`config.mk`:
```
export PLATFORM = sky130hd
export DESIGN_NAME = acb_cell
export DESIGN_NICKNAME = d
export VERILOG_FILES = /design/src/rtl/acb_pkg.sv /design/src/rtl/acb_cell.sv
export SDC_FILE = /design/constraint.sdc
export NUM_CORES = 1
export LEC_CHECK = 0
export BUFFER_PORTS_ARGS = -buffer_cell sky130_fd_sc_hd__clkbuf_2
export CORE_ASPECT_RATIO = 1.25
export CORE_MARGIN = 2
export CORE_UTILIZATION = 44
export DETAILED_ROUTE_END_ITERATION = 8
export PLACE_DENSITY = 0.86
export SLEW_MARGIN = 20
export SYNTH_ARGS = -nofsm -noshare
export SYNTH_HDL_FRONTEND = slang
export SYNTH_SLANG_ARGS = --single-unit
```
`constraint.sdc`:
```
create_clock -name clk -period 4 [get_ports clk]
set_input_delay 0.6 -clock clk [delete_from_list [all_inputs] [get_ports clk]]
set_output_delay 0.6 -clock clk [all_outputs]
set_load 0.005 [all_outputs]
```
`src/rtl/acb_pkg.sv`:
```
// ----------------------------------------------------------------------------
// acb_pkg: shared types and constants of the adaptive circuit breaker
// Breaker states, register indexes, multiplier limits, cell operations, sequencer states and the rank helper.
// ----------------------------------------------------------------------------
package acb_pkg;

  // Breaker states as reported on circuit_state.
  typedef enum logic [1:0] {
    BRK_CLOSED = 2'd0,
    BRK_OPEN   = 2'd1,
    BRK_HALF   = 2'd2
  } brk_state_t;

  // Configuration register indexes.
  localparam logic [7:0] CFG_LAT_WARN  = 8'd0;
  localparam logic [7:0] CFG_LAT_CRIT  = 8'd1;
  localparam logic [7:0] CFG_ERR_WARN  = 8'd2;
  localparam logic [7:0] CFG_ERR_CRIT  = 8'd3;
  localparam logic [7:0] CFG_OPEN_DUR  = 8'd4;
  localparam logic [7:0] CFG_TRIP_THR  = 8'd5;
  localparam logic [7:0] CFG_STEP      = 8'd6;
  localparam logic [7:0] CFG_WINDOW    = 8'd7;

  // Multiplier limits, Q1.15 in a signed working width.
  localparam logic signed [18:0] Q_ONE      = 19'sd32768;
  localparam logic signed [18:0] FLOOR_CRIT = 19'sd3277;
  localparam logic signed [18:0] FLOOR_WARN = 19'sd8192;

  // Operation applied to every window cell in the same cycle.
  typedef enum logic [2:0] {
    OP_HOLD  = 3'd0,
    OP_SHIFT = 3'd1,
    OP_LOAD  = 3'd2,
    OP_RINIT = 3'd3,
    OP_RANK  = 3'd4,
    OP_PICK  = 3'd5,
    OP_SCAN  = 3'd6
  } cell_op_t;

  // Sequencer states of the top level.
  typedef enum logic [3:0] {
    S_IDLE,
    S_ADMIT,
    S_INSERT,
    S_PRUNE,
    S_RINIT,
    S_RANK,
    S_PICK,
    S_SCAN,
    S_ERR,
    S_ADJ,
    S_DONE
  } seq_state_t;

  // Rank of the 95th percentile, ceil(0.95 * n) - 1, clamped to n - 1.
  // The division by 20 is a shift by two and a reciprocal multiply by 5.
  function automatic logic [15:0] acb_rank(input logic [15:0] n);
    logic [19:0] x;
    logic [31:0] prod;
    logic [15:0] q;
    logic [15:0] r;
    x    = 20'(n) * 20'd19 + 20'd19;
    prod = 32'(x[19:2]) * 32'd52429;
    q    = 16'(prod >> 18);
    r    = q - 16'd1;
    if (r > n - 16'd1) begin
      r = n - 16'd1;
    end
    return r;
  endfunction

endpackage

```
`src/rtl/acb_cell.sv`:
```
// ----------------------------------------------------------------------------
// acb_cell: one sample cell of the window chain
// Holds one sample, passes it to the older neighbor on a shift, and counts
// the rank of its latency against values that travel past it.
// ----------------------------------------------------------------------------
module acb_cell #(
  parameter int LAT_BITS = 24,
  parameter int CW       = 7
) (
  input  logic                 clk,
  input  acb_pkg::cell_op_t    op,
  input  logic                 load,
  input  logic                 valid,
  input  logic [CW-1:0]        rank,
  input  logic [31:0]          new_time,
  input  logic [LAT_BITS-1:0]  new_lat,
  input  logic                 new_err,
  input  logic [31:0]          nbr_time,
  input  logic [LAT_BITS-1:0]  nbr_lat,
  input  logic                 nbr_err,
  input  logic [LAT_BITS-1:0]  nbr_mv,
  input  logic                 nbr_mvv,
  output logic [31:0]          time_o,
  output logic [LAT_BITS-1:0]  lat_o,
  output logic                 err_o,
  output logic [LAT_BITS-1:0]  mv_o,
  output logic                 mvv_o
);
  import acb_pkg::*;

  logic [31:0]         time_r;
  logic [LAT_BITS-1:0] lat_r;
  logic                err_r;
  logic [LAT_BITS-1:0] mv_r;
  logic                mvv_r;
  logic [CW-1:0]       less_r;
  logic [CW-1:0]       same_r;
  logic [CW:0]         upper;
  logic                match;

  // This cell holds the wanted rank when it falls inside its run of equals.
  assign upper = {1'b0, less_r} + {1'b0, same_r};
  assign match = valid && (rank >= less_r) && ({1'b0, rank} < upper);

  always_ff @(posedge clk) begin
    unique case (op)
      OP_HOLD: begin
      end
      OP_SHIFT: begin
        time_r <= nbr_time;
        lat_r  <= nbr_lat;
        err_r  <= nbr_err;
      end
      OP_LOAD: begin
        if (load) begin
          time_r <= new_time;
          lat_r  <= new_lat;
          err_r  <= new_err;
        end
      end
      OP_RINIT: begin
        mv_r   <= lat_r;
        mvv_r  <= valid;
        less_r <= '0;
        same_r <= '0;
      end
      OP_RANK: begin
        if (mvv_r) begin
          if (mv_r < lat_r) begin
            less_r <= less_r + 1'b1;
          end else if (mv_r == lat_r) begin
            same_r <= same_r + 1'b1;
          end
        end
        mv_r  <= nbr_mv;
        mvv_r <= nbr_mvv;
      end
      OP_PICK: begin
        mv_r  <= match ? lat_r : '0;
        mvv_r <= 1'b0;
      end
      OP_SCAN: begin
        mv_r <= nbr_mv;
      end
      default: begin
      end
    endcase
  end

  assign time_o = time_r;
  assign lat_o  = lat_r;
  assign err_o  = err_r;
  assign mv_o   = mv_r;
  assign mvv_o  = mvv_r;

endmodule

```
# Yosys cells after proc, flatten, opt, wreduce, memory -nomap -nowiden
# Index checks and enable logic that the tools add are counted.
[word_totals]
input_bits = 152
out_inout_bits = 82
ff_bits = 96
word_cells = 51
[classes]
muxes = 16
n_eq_ne = 12
n_lt_le_gt_ge = 3
addsub = 3
reduce_logical = 10
[op_table]
columns = ["op", "count"]
rows = [
  ["24-bit one-hot mux with 3 select lines", 1],
  ["32-bit one-hot mux with 2 select lines", 1],
  ["24-bit 2-to-1 mux", 2],
  ["24-bit one-hot mux with 2 select lines", 1],
  ["7-bit 2-to-1 mux", 5],
  ["32-bit 2-to-1 mux", 1],
  ["7-bit one-hot mux with 2 select lines", 2],
  ["24-bit == test", 1],
  ["24-bit < comparator", 1],
  ["7-bit by 1-bit adder with 7-bit output (second input constant)", 2],
  ["2-bit inequality test (second input constant)", 5],
  ["3-bit == test (second input constant)", 3],
  ["7-bit by 7-bit adder with 8-bit output", 1],
  ["7-bit by 8-bit < comparator with 1-bit output", 1],
  ["7-bit greater-or-equal comparator", 1],
  ["3-bit by 2-bit == test with 1-bit output (second input constant)", 2],
  ["3-bit nonzero test", 2],
  ["4-bit AND reduction", 1],
  ["2-bit nonzero test", 2],
  ["3-bit by 1-bit == test with 1-bit output (second input constant)", 1],
  ["1-bit one-hot mux with 3 select lines", 1],
  ["3-bit AND reduction", 1],
  ["1-bit logical AND", 2],
  ["1-bit one-hot mux with 2 select lines", 1],
  ["3 further kinds", 3],
]

# Longest topological paths before layout
# Gate-level depths: netlist of run 1.
[logic_depth]
word_depth = 5
depth_mapped = 14
depth_no_buf = 13

# Worst setup path after synthesis of run 1
# Ideal clock, no wire load.
[synth_timing]
path_kind = "input to register"
startpoint = "in op[0]"
endpoint = "reg err_r, in the netlist err_o, enable pin"
path_buffers = 0
setup_time_ns = 0.491
arrival_ns = 3.549
stages = 2
t_required_ns = 3.509
slack_ns = -0.040
cell_sequence = "nand3b_1 -> a21oi_1"
[synth_via]
elab_chain_cells = 3
elab_cells_between_ends = 5
cone_classes = "eq/ne: 3; reduce/logical: 2"
[synth_rtl]
columns = ["element", "line_no", "rtl"]
rows = [
  ["start, declared", "acb_cell.sv:11", "input acb_pkg::cell_op_t op,"],
  ["3-bit by 2-bit == test with 1-bit output / 3-bit by 1-bit == test with 1-bit output (equally long branches)", "acb_cell.sv:46", "unique case (op)"],
  ["2-bit inequality test (no line) / 2-bit nonzero test (equally long branches)", "n/a", ""],
  ["2-bit AND reduction (no line) *", "n/a", ""],
  ["end signal, assigned", "acb_cell.sv:52", "err_r <= nbr_err;"],
  ["end signal, assigned", "acb_cell.sv:58", "err_r <= new_err;"],
  ["end, declared", "acb_cell.sv:33", "logic err_r;"],
]
# Mark *: on every way between the ends. The rest lies on a longest branch, timed or not.
# A chain may end at the register's enable or synchronous reset.

# Worst setup path after layout of run 1
[layout_timing]
startpoint = "reg less_r[0]"
endpoint = "reg mv_r[1], in the netlist mv_o[1], data pin"
[layout_via]
elab_chain_cells = 5
elab_cells_between_ends = 7
cone_classes = "add/sub: 1; order compare: 2; mux: 2; reduce/logical: 2"
[layout_rtl]
columns = ["element", "line_no", "rtl"]
rows = [
  ["start, declared", "acb_cell.sv:36", "logic [CW-1:0] less_r;"],
  ["start signal, assigned", "acb_cell.sv:70", "less_r <= less_r + 1'b1;"],
  ["7-bit by 7-bit adder with 8-bit output / 7-bit greater-or-equal comparator (equally long branches)", "acb_cell.sv:42, acb_cell.sv:43", ""],
  ["7-bit by 8-bit < comparator with 1-bit output / 1-bit logical AND (equally long branches)", "acb_cell.sv:43", "assign match = valid && (rank >= less_r) && ({1'b0, rank} < upper);"],
  ["1-bit logical AND *", "acb_cell.sv:43", ""],
  ["24-bit 2-to-1 mux *", "acb_cell.sv:79", "mv_r <= match ? lat_r : '0;"],
  ["24-bit one-hot mux with 3 select lines *", "acb_cell.sv:46", ""],
  ["end signal, assigned", "acb_cell.sv:75", "mv_r <= nbr_mv;"],
  ["end signal, assigned", "acb_cell.sv:79", ""],
  ["end signal, assigned", "acb_cell.sv:83", "mv_r <= nbr_mv;"],
  ["end, declared", "acb_cell.sv:34", "logic [LAT_BITS-1:0] mv_r;"],
]
# Marked as above.

==> results of run 1 <==
state kept, by name (all words and copies together) (netlist names):
| signal | flops |
|---|---|
| err_o | 1 |
| lat_o | 24 |
| mvv_o | 1 |
| time_o | 32 |
| mv_o | 24 |
| same_r | 7 |
| less_r | 7 |
kinds of logic after synthesis:
group | count (synthesis)
muxes | 58
buffers and inverters | 48
DFF | 96
xor gates and xnor gates | 14
and+or+nand+nor | 75
AOI/OAI and AO/OA | 67
adders and majority gates | 47
placed cells by master (no fill, tap or decap), types with 2 or more instances in the layout:
| cell type | n |
|---|---|
| xor2_1 | 3 |
| nand2b_1 | 8 |
| edfxtp_1 | 96 |
| nor3_1 | 2 |
| nand4_1 | 3 |
| buf_4 | 7 |
| o21a_1 | 2 |
| xnor2_1 | 11 |
| ha_1 | 46 |
| nor2_1 | 22 |
| mux2_2 | 58 |
| o31ai_1 | 2 |
| a21o_1 | 4 |
| nand3_1 | 12 |
| o21ai_0 | 6 |
| o21bai_1 | 2 |
| inv_6 | 2 |
| clkbuf_16 | 9 |
| nor2b_1 | 4 |
| a21oi_1 | 16 |
| clkbuf_2 | 233 |
| nand2_1 | 11 |
| a211oi_1 | 3 |
| inv_1 | 35 |
| and2_1 | 3 |
| and4_1 | 2 |
| a22o_1 | 24 |
| o21ai_1 | 2 |
per-stage QoR:
step | TNS (ps) | util, %
2_1_floorplan | 0 | -
3_3_place_gp | 0 | 55.9
3_5_place_dp | 0 | 55.9
4_1_cts | 0 | 58.4
5_1_grt | -26.7 | 58.4
6_report | 0 | 58.5
final cells by class:
class	count	share of cell area, %
Clock inverter	6	1.07
Sequential cell	96	40.9
Tap cell	164	2.91
Timing Repair Buffer	240	17.3
Clock buffer	10	3.25
Antenna cell	1	0.0355
Multi-Input combinational cell	261	32.6
Inverter	35	1.87
routing by layer:
metal	GRT usage, %	vias to the layer above	part of all wire [%]
li1	-	1997	-
met1	24.9	2015	36
met3	6.02	35	7.2
met5	0	-	0.054
met2	42.7	187	54
met4	9.44	2	3.0
how the worst max path moves through the flow:
stage                   start  endpoint  slack, ps  cells past startpoint
floorplan           less_r[0]   mv_o[0]        430                     14
global placement    less_r[0]   mv_o[3]        270                     14
detailed placement  less_r[0]   mv_o[6]        180                     14
CTS                 less_r[0]   mv_o[1]        160                     14
global route        less_r[0]   mv_o[1]        -20                     14
finish              less_r[0]   mv_o[1]        190                     14
report_power, final:
part	switching [mW]	total [mW]	internal (mW)
registers	0.0434	1.24	1.19
clock network	0.394	0.890	0.495
logic	0.211	0.429	0.218
==> run_summary.xml, run 1 <==
<?xml version="1.0" encoding="UTF-8"?>
<metrics>
  <group name="status">
    <metric name="result_of_the_run" unit="">complete, no violations</metric>
  </group>
  <group name="floorplan">
    <metric name="core_area" unit="um^2">12000</metric>
    <metric name="die-width" unit="um">103</metric>
    <metric name="io_pins" unit="">234</metric>
    <metric name="initial_core_util" unit="%">44.6</metric>
    <metric name="fp-row-count" unit="">45</metric>
    <metric name="die_h" unit="um">128</metric>
    <metric name="floorplan.die_area" unit="um^2">13100</metric>
  </group>
  <group name="clock_network">
    <metric name="cts_num_sinks" unit="">96</metric>
    <metric name="path_clk_slew" unit="ps">70</metric>
    <metric name="cts-htree-levels" unit="">3</metric>
    <metric name="insertion_delay" unit="ps">350</metric>
    <metric name="tritoncts" unit="">built</metric>
    <metric name="count_of_cells_resized_by_post_cts_repair" unit="">0</metric>
    <metric name="cts_made_buffers" unit="">9</metric>
    <metric name="clockRootBuffer" unit="">clkbuf_16</metric>
    <metric name="post_cts_setup_inserts" unit="">0</metric>
    <metric name="holdBufCountCts" unit="">0</metric>
    <metric name="max-clock-path-buffers" unit="">2</metric>
  </group>
  <group name="yosys">
    <metric name="yosys.cell_count.top_type" unit="">edfxtp_1</metric>
    <metric name="synthArstFlopShare" unit="%">0</metric>
    <metric name="synth-seq-cells" unit="">96</metric>
    <metric name="syn_avg_cell_area" unit="um^2">13.3</metric>
    <metric name="synthTopCellsByArea" unit="">edfxtp_1 54%, mux2_2 12%, ha_1 11%, a22o_1 3.9%, inv_1 2.4%</metric>
    <metric name="postSynthNetCount" unit="">604</metric>
    <metric name="synth-adder-area-share" unit="%">11.1</metric>
    <metric name="synth_top_family_by_area" unit="">multiplexers</metric>
    <metric name="synth_xor_xnor_area_share" unit="%">2.28</metric>
    <metric name="synth.top_cell.area_share" unit="%">53.6</metric>
    <metric name="number_of_enable_flip_flop_cells_after_synthesis" unit="">96</metric>
    <metric name="synth_mux_area_share" unit="%">12.2</metric>
    <metric name="synthSimpleGateAreaFrac" unit="%">7.12</metric>
    <metric name="netlist-cell-type-count" unit="">41</metric>
    <metric name="synth.cells.most_frequent" unit="">96 x edfxtp_1, 58 x mux2_2, 46 x ha_1</metric>
    <metric name="syn_inst" unit="">405</metric>
    <metric name="yosys_warnings" unit="">0</metric>
    <metric name="synth-main-ff-cell" unit="">edfxtp_1</metric>
    <metric name="post_synth_instance_area" unit="um^2">5380</metric>
    <metric name="synth_compound_area_share" unit="%">9.80</metric>
    <metric name="cell_type_contributing_the_most_total_cell_area_after_synthesis" unit="">edfxtp_1</metric>
    <metric name="synth_seq_area_share" unit="%">53.6</metric>
  </group>
  <group name="routing">
    <metric name="vias" unit="">4236</metric>
    <metric name="remaining_drc_errors" unit="">0</metric>
    <metric name="ant_nets" unit="">0</metric>
    <metric name="routedWlPerCell" unit="um">18.2</metric>
    <metric name="viasPerCell" unit="">5.21</metric>
    <metric name="drtPass1Iterations" unit="">4</metric>
    <metric name="drt_first_iter_violations" unit="">124</metric>
    <metric name="routed_wirelength" unit="um">14800</metric>
  </group>
  <group name="critical_path">
    <metric name="worstPathRequired" unit="ps">4210</metric>
    <metric name="rr_endpoint" unit="">mv_o[1]</metric>
    <metric name="critPathMaxFanout" unit="">12</metric>
    <metric name="worst-endpoint-arrival" unit="ps">4020</metric>
    <metric name="cp-end-kind" unit="">flop</metric>
    <metric name="crit_path_top_delay_cell" unit="">edfxtp_1</metric>
    <metric name="cpPeakStageDelay" unit="ps">470</metric>
    <metric name="cell_class_contributing_the_biggest_share_of_worst_path_delay" unit="">compound AO/OA/AOI/OAI gates</metric>
    <metric name="timing.critical_path.from_type" unit="">flop</metric>
    <metric name="cp_num_buf_inv" unit="">1</metric>
    <metric name="logic_depth_of_the_worst_register_to_register_path" unit="">14</metric>
    <metric name="ff2ff_setup_slack" unit="ps">190</metric>
    <metric name="worstSetupPathType" unit="">reg -&gt; reg</metric>
    <metric name="timing.rr.start" unit="">less_r[0]</metric>
    <metric name="cells_traversed_along_the_worst_timing_path" unit="">ha_1, fa_1, a21o_1, a21oi_1, o21bai_1, a21oi_1, xor2_1, ha_1, and4_1, a221oi_2, a211oi_2, o41ai_4, buf_4, a22o_1</metric>
  </group>
  <group name="timing">
    <metric name="timing.hold.ws" unit="ps">541</metric>
    <metric name="pins_over_slew_limit" unit="">0</metric>
    <metric name="setup_slack" unit="ps">185</metric>
    <metric name="fmax" unit="MHz">262</metric>
    <metric name="unrepaired_setup_endpoints_after_global_routing" unit="">yes</metric>
    <metric name="worst_clock_skew" unit="ps">12.6</metric>
    <metric name="worst_pin_slew" unit="ps">734</metric>
    <metric name="timing.final.crit_share" unit="%">95.4</metric>
    <metric name="hold_violations" unit="">0</metric>
    <metric name="setup_violations" unit="">0</metric>
    <metric name="maxSlewHeadroom" unit="%">51.0</metric>
    <metric name="period_minus_slack" unit="ps">3810</metric>
  </group>
  <group name="place">
    <metric name="placement.cell_area" unit="um^2">6740</metric>
    <metric name="place_hpwl" unit="um">12000</metric>
    <metric name="post_placement_cell_count" unit="">796</metric>
    <metric name="placement.setup.worst_slack" unit="ps">184</metric>
    <metric name="routability_cong" unit="">0.917</metric>
    <metric name="io_buffer_count" unit="">233</metric>
  </group>
  <group name="final_layout">
    <metric name="layout.cells.non_filler" unit="">813</metric>
    <metric name="area_growth" unit="%">31.1</metric>
    <metric name="multiInputGateArea" unit="um^2">2300</metric>
    <metric name="n_fill_cell" unit="">1015</metric>
    <metric name="final_net_count" unit="">842</metric>
    <metric name="ff_latch_area" unit="um^2">2880</metric>
    <metric name="layout_cell_area_excl_fill" unit="um^2">7040</metric>
    <metric name="share_of_cells_above_drive_strength_1" unit="%">49.7</metric>
  </group>
  <group name="worst_hold_path">
    <metric name="min-delay-path-class" unit="">in -&gt; reg</metric>
    <metric name="hold_depth" unit="">2</metric>
    <metric name="min_from" unit="">nbr_mv[7]</metric>
    <metric name="holdPathEnd" unit="">mv_o[7]</metric>
  </group>
  <group name="pwr">
    <metric name="total_leakage_power" unit="nW">3.20</metric>
    <metric name="p_per_area" unit="nW/um^2">363</metric>
    <metric name="vdd_drop_max" unit="uV">263</metric>
    <metric name="power.total" unit="mW">2.56</metric>
  </group>
  <group name="grt">
    <metric name="global_route_wire_length_before_repair" unit="um">22800</metric>
    <metric name="number_of_global_route_vias_before_repair" unit="">4518</metric>
    <metric name="grt_start_max_net_pins" unit="">58</metric>
    <metric name="initial_antenna_violation_count" unit="">2</metric>
    <metric name="grt.overflow.total" unit="">0</metric>
    <metric name="grt.total_usage" unit="%">23.3</metric>
  </group>
  <group name="job">
    <metric name="drv_cap" unit="">0</metric>
  </group>
</metrics>
No activity file was read; power rests on OpenSTA's default activity.
==> run 2, diff against run 1 <==
- GPL_TIMING_DRIVEN: not set -> 0
==> run 2 against run 1 <==
Final cell count increased by 1.4%. Register-to-register slack better by 70 ps. Maximum frequency up 1.7%. Global-route usage rose by 0.96 points. Sequential share of layout area shrank 0.48 points. Non-clock buffer count up 12. Count of clock-buffer cells in the layout shrank 1. Worst setup slack improved by 65 ps. Via count rose by 2.1%. Clock skew down 0.82 ps. Largest power group unchanged.
==> run_summary.xml, run 2 (synthesis results as in run 1) <==
<?xml version="1.0" encoding="UTF-8"?>
<metrics>
  <group name="floorplan">
    <metric name="io_pins" unit="">234</metric>
    <metric name="floorplan.die_area" unit="um^2">13100</metric>
    <metric name="die-width" unit="um">103</metric>
    <metric name="core_area" unit="um^2">12000</metric>
    <metric name="fp-row-count" unit="">45</metric>
    <metric name="die_h" unit="um">128</metric>
    <metric name="initial_core_util" unit="%">44.6</metric>
  </group>
  <group name="clock_network">
    <metric name="cts_num_sinks" unit="">96</metric>
    <metric name="tritoncts" unit="">built</metric>
    <metric name="cts_made_buffers" unit="">9</metric>
    <metric name="cts-htree-levels" unit="">3</metric>
    <metric name="insertion_delay" unit="ps">340</metric>
    <metric name="path_clk_slew" unit="ps">80</metric>
    <metric name="max-clock-path-buffers" unit="">2</metric>
    <metric name="clockRootBuffer" unit="">clkbuf_16</metric>
  </group>
  <group name="critical_path">
    <metric name="worstSetupPathType" unit="">reg -&gt; reg</metric>
    <metric name="critPathMaxFanout" unit="">10</metric>
    <metric name="cpPeakStageDelay" unit="ps">450</metric>
    <metric name="logic_depth_of_the_worst_register_to_register_path" unit="">15</metric>
    <metric name="rr_endpoint" unit="">mv_o[17]</metric>
    <metric name="worstPathRequired" unit="ps">4200</metric>
    <metric name="cell_class_contributing_the_biggest_share_of_worst_path_delay" unit="">compound AO/OA/AOI/OAI gates</metric>
    <metric name="cells_traversed_along_the_worst_timing_path" unit="">ha_1, fa_1, a21o_1, a21oi_2, o21bai_1, a21oi_1, xor2_1, ha_1, and4_1, a221oi_2, a211oi_2, o41ai_4, buf_4, buf_6, a22o_1</metric>
    <metric name="cp_common_cell" unit="">ha_1</metric>
    <metric name="worst-endpoint-arrival" unit="ps">3950</metric>
    <metric name="cp_num_buf_inv" unit="">2</metric>
    <metric name="timing.critical_path.from_type" unit="">flop</metric>
    <metric name="cp-end-kind" unit="">flop</metric>
    <metric name="timing.rr.start" unit="">same_r[0]</metric>
    <metric name="ff2ff_setup_slack" unit="ps">250</metric>
    <metric name="crit_path_top_delay_cell" unit="">edfxtp_1</metric>
  </group>
  <group name="final_layout">
    <metric name="antenna_cells_inserted" unit="">0</metric>
    <metric name="n_fill_cell" unit="">995</metric>
    <metric name="area_growth" unit="%">32.6</metric>
    <metric name="layout.cells.non_filler" unit="">824</metric>
    <metric name="share_of_cells_above_drive_strength_1" unit="%">49.8</metric>
    <metric name="fin_util" unit="%">59.2</metric>
    <metric name="final_net_count" unit="">854</metric>
    <metric name="layout_commonest_cell" unit="">clkbuf_2</metric>
    <metric name="layout.cells.most_common_list" unit="">233 x clkbuf_2, 96 x edfxtp_1, 58 x mux2_2</metric>
    <metric name="multiInputGateArea" unit="um^2">2300</metric>
    <metric name="ff_latch_area" unit="um^2">2880</metric>
    <metric name="largest_register_ff_count" unit="">32</metric>
  </group>
  <group name="grt">
    <metric name="grt.overflow.total" unit="">0</metric>
    <metric name="initial_antenna_violation_count" unit="">0</metric>
    <metric name="grt.total_usage" unit="%">24.2</metric>
    <metric name="global_route_wire_length_before_repair" unit="um">23700</metric>
    <metric name="grt_start_max_net_pins" unit="">26</metric>
    <metric name="number_of_global_route_vias_before_repair" unit="">4617</metric>
  </group>
  <group name="timing">
    <metric name="unrepaired_setup_endpoints_after_global_routing" unit="">no</metric>
    <metric name="finalSetupTns" unit="ps">0</metric>
    <metric name="setup_violations" unit="">0</metric>
    <metric name="period_minus_slack" unit="ps">3750</metric>
    <metric name="timing.hold.ws" unit="ps">551</metric>
    <metric name="pins_over_slew_limit" unit="">0</metric>
    <metric name="fmax" unit="MHz">267</metric>
    <metric name="hold_violations" unit="">0</metric>
    <metric name="timing.final.crit_share" unit="%">93.7</metric>
    <metric name="maxSlewHeadroom" unit="%">55.2</metric>
    <metric name="worst_clock_skew" unit="ps">11.8</metric>
    <metric name="setup_slack" unit="ps">251</metric>
    <metric name="worst_pin_slew" unit="ps">672</metric>
  </group>
  <group name="routing">
    <metric name="vias" unit="">4324</metric>
    <metric name="remaining_drc_errors" unit="">0</metric>
    <metric name="routedWlPerCell" unit="um">18.9</metric>
    <metric name="viasPerCell" unit="">5.25</metric>
    <metric name="drtPass1Iterations" unit="">4</metric>
    <metric name="drt_first_iter_violations" unit="">205</metric>
    <metric name="ant_nets" unit="">0</metric>
    <metric name="routed_wirelength" unit="um">15600</metric>
  </group>
  <group name="worst_hold_path">
    <metric name="min-delay-path-class" unit="">in -&gt; reg</metric>
    <metric name="hold_depth" unit="">2</metric>
    <metric name="min_from" unit="">nbr_mv[4]</metric>
    <metric name="holdPathEnd" unit="">mv_o[4]</metric>
  </group>
  <group name="job">
    <metric name="drv_cap" unit="">0</metric>
  </group>
  <group name="place">
    <metric name="io_buffer_count" unit="">233</metric>
    <metric name="place_hpwl" unit="um">12700</metric>
    <metric name="routability_cong" unit="">0.868</metric>
    <metric name="post_placement_cell_count" unit="">804</metric>
    <metric name="placement.setup.worst_slack" unit="ps">-116</metric>
  </group>
  <group name="status">
    <metric name="result_of_the_run" unit="">complete, no violations</metric>
  </group>
  <group name="pwr">
    <metric name="total_leakage_power" unit="nW">3.23</metric>
    <metric name="vdd_drop_max" unit="uV">269</metric>
    <metric name="p_per_area" unit="nW/um^2">352</metric>
  </group>
</metrics>
-- run 2: cell types whose count changed in the layout (fill, tap and decap cells not counted), sizes merged --
cell      before  now
inv           38   37
clkbuf       243  247
diode          1    0
buf            7   14
clkinvlp       1    4
bufinv         1    0
-- run 2: stage by stage --
step / total power, mW / cell area, um^2
global route: 2.60 / 7130
floorplan: 1.48 / 5380
finish: 2.51 / 7130
detailed placement: 1.70 / 6820
CTS: 2.51 / 7120
global placement: 1.67 / 6750
-- run 2: area by class of cell --
class,instances,area share [%]
flip-flops and latches,96,40.4
well taps,164,2.88
repair buffers,239,17.6
multi-input cells,261,32.2
inverters,35,1.84
clock inverters,7,0.755
clock buffers,9,3.16
plain buffers,13,1.12
-- run 2: what timing repair did --
| item | in CTS | in global routing |
|---|---|---|
| setup buffers | 3 | 1 |
| hold buffers | 0 | 0 |
| gates resized for setup | 0 | 1 |
| pin swaps | 1 | 0 |
| setup endpoints to repair | 20 | 23 |
-- run 2: where the power goes --
part / switching (mW) / leakage (nW) / internal (mW)
registers: 0.0432 / 0.909 / 1.19
clock network: 0.396 / 0.124 / 0.426
logic: 0.222 / 2.20 / 0.228
total: 0.661 / 3.23 / 1.85
-- run 2: how the worst max path moves through the flow --
stage | start | endpoint | slack (ps) | cells past startpoint
final | same_r[0] | mv_o[17] | 250 | 15
after global routing | same_r[0] | mv_o[17] | 60 | 15
after CTS | less_r[0] | mv_o[9] | 120 | 15
after detailed placement | less_r[0] | mv_o[9] | -120 | 14
after global placement | less_r[0] | mv_o[12] | -50 | 14
after floorplan | less_r[0] | mv_o[0] | 430 | 14
-- run 2: metal layers --
metal / routed length [um] / track usage, % / up-vias
li1: - / - / 2023
met1: 5930 / 27.8 / 2082
met3: 895 / 4.76 / 29
met4: 399 / 7.66 / 0
met2: 8370 / 44.6 / 190
met5: 0 / 0 / -
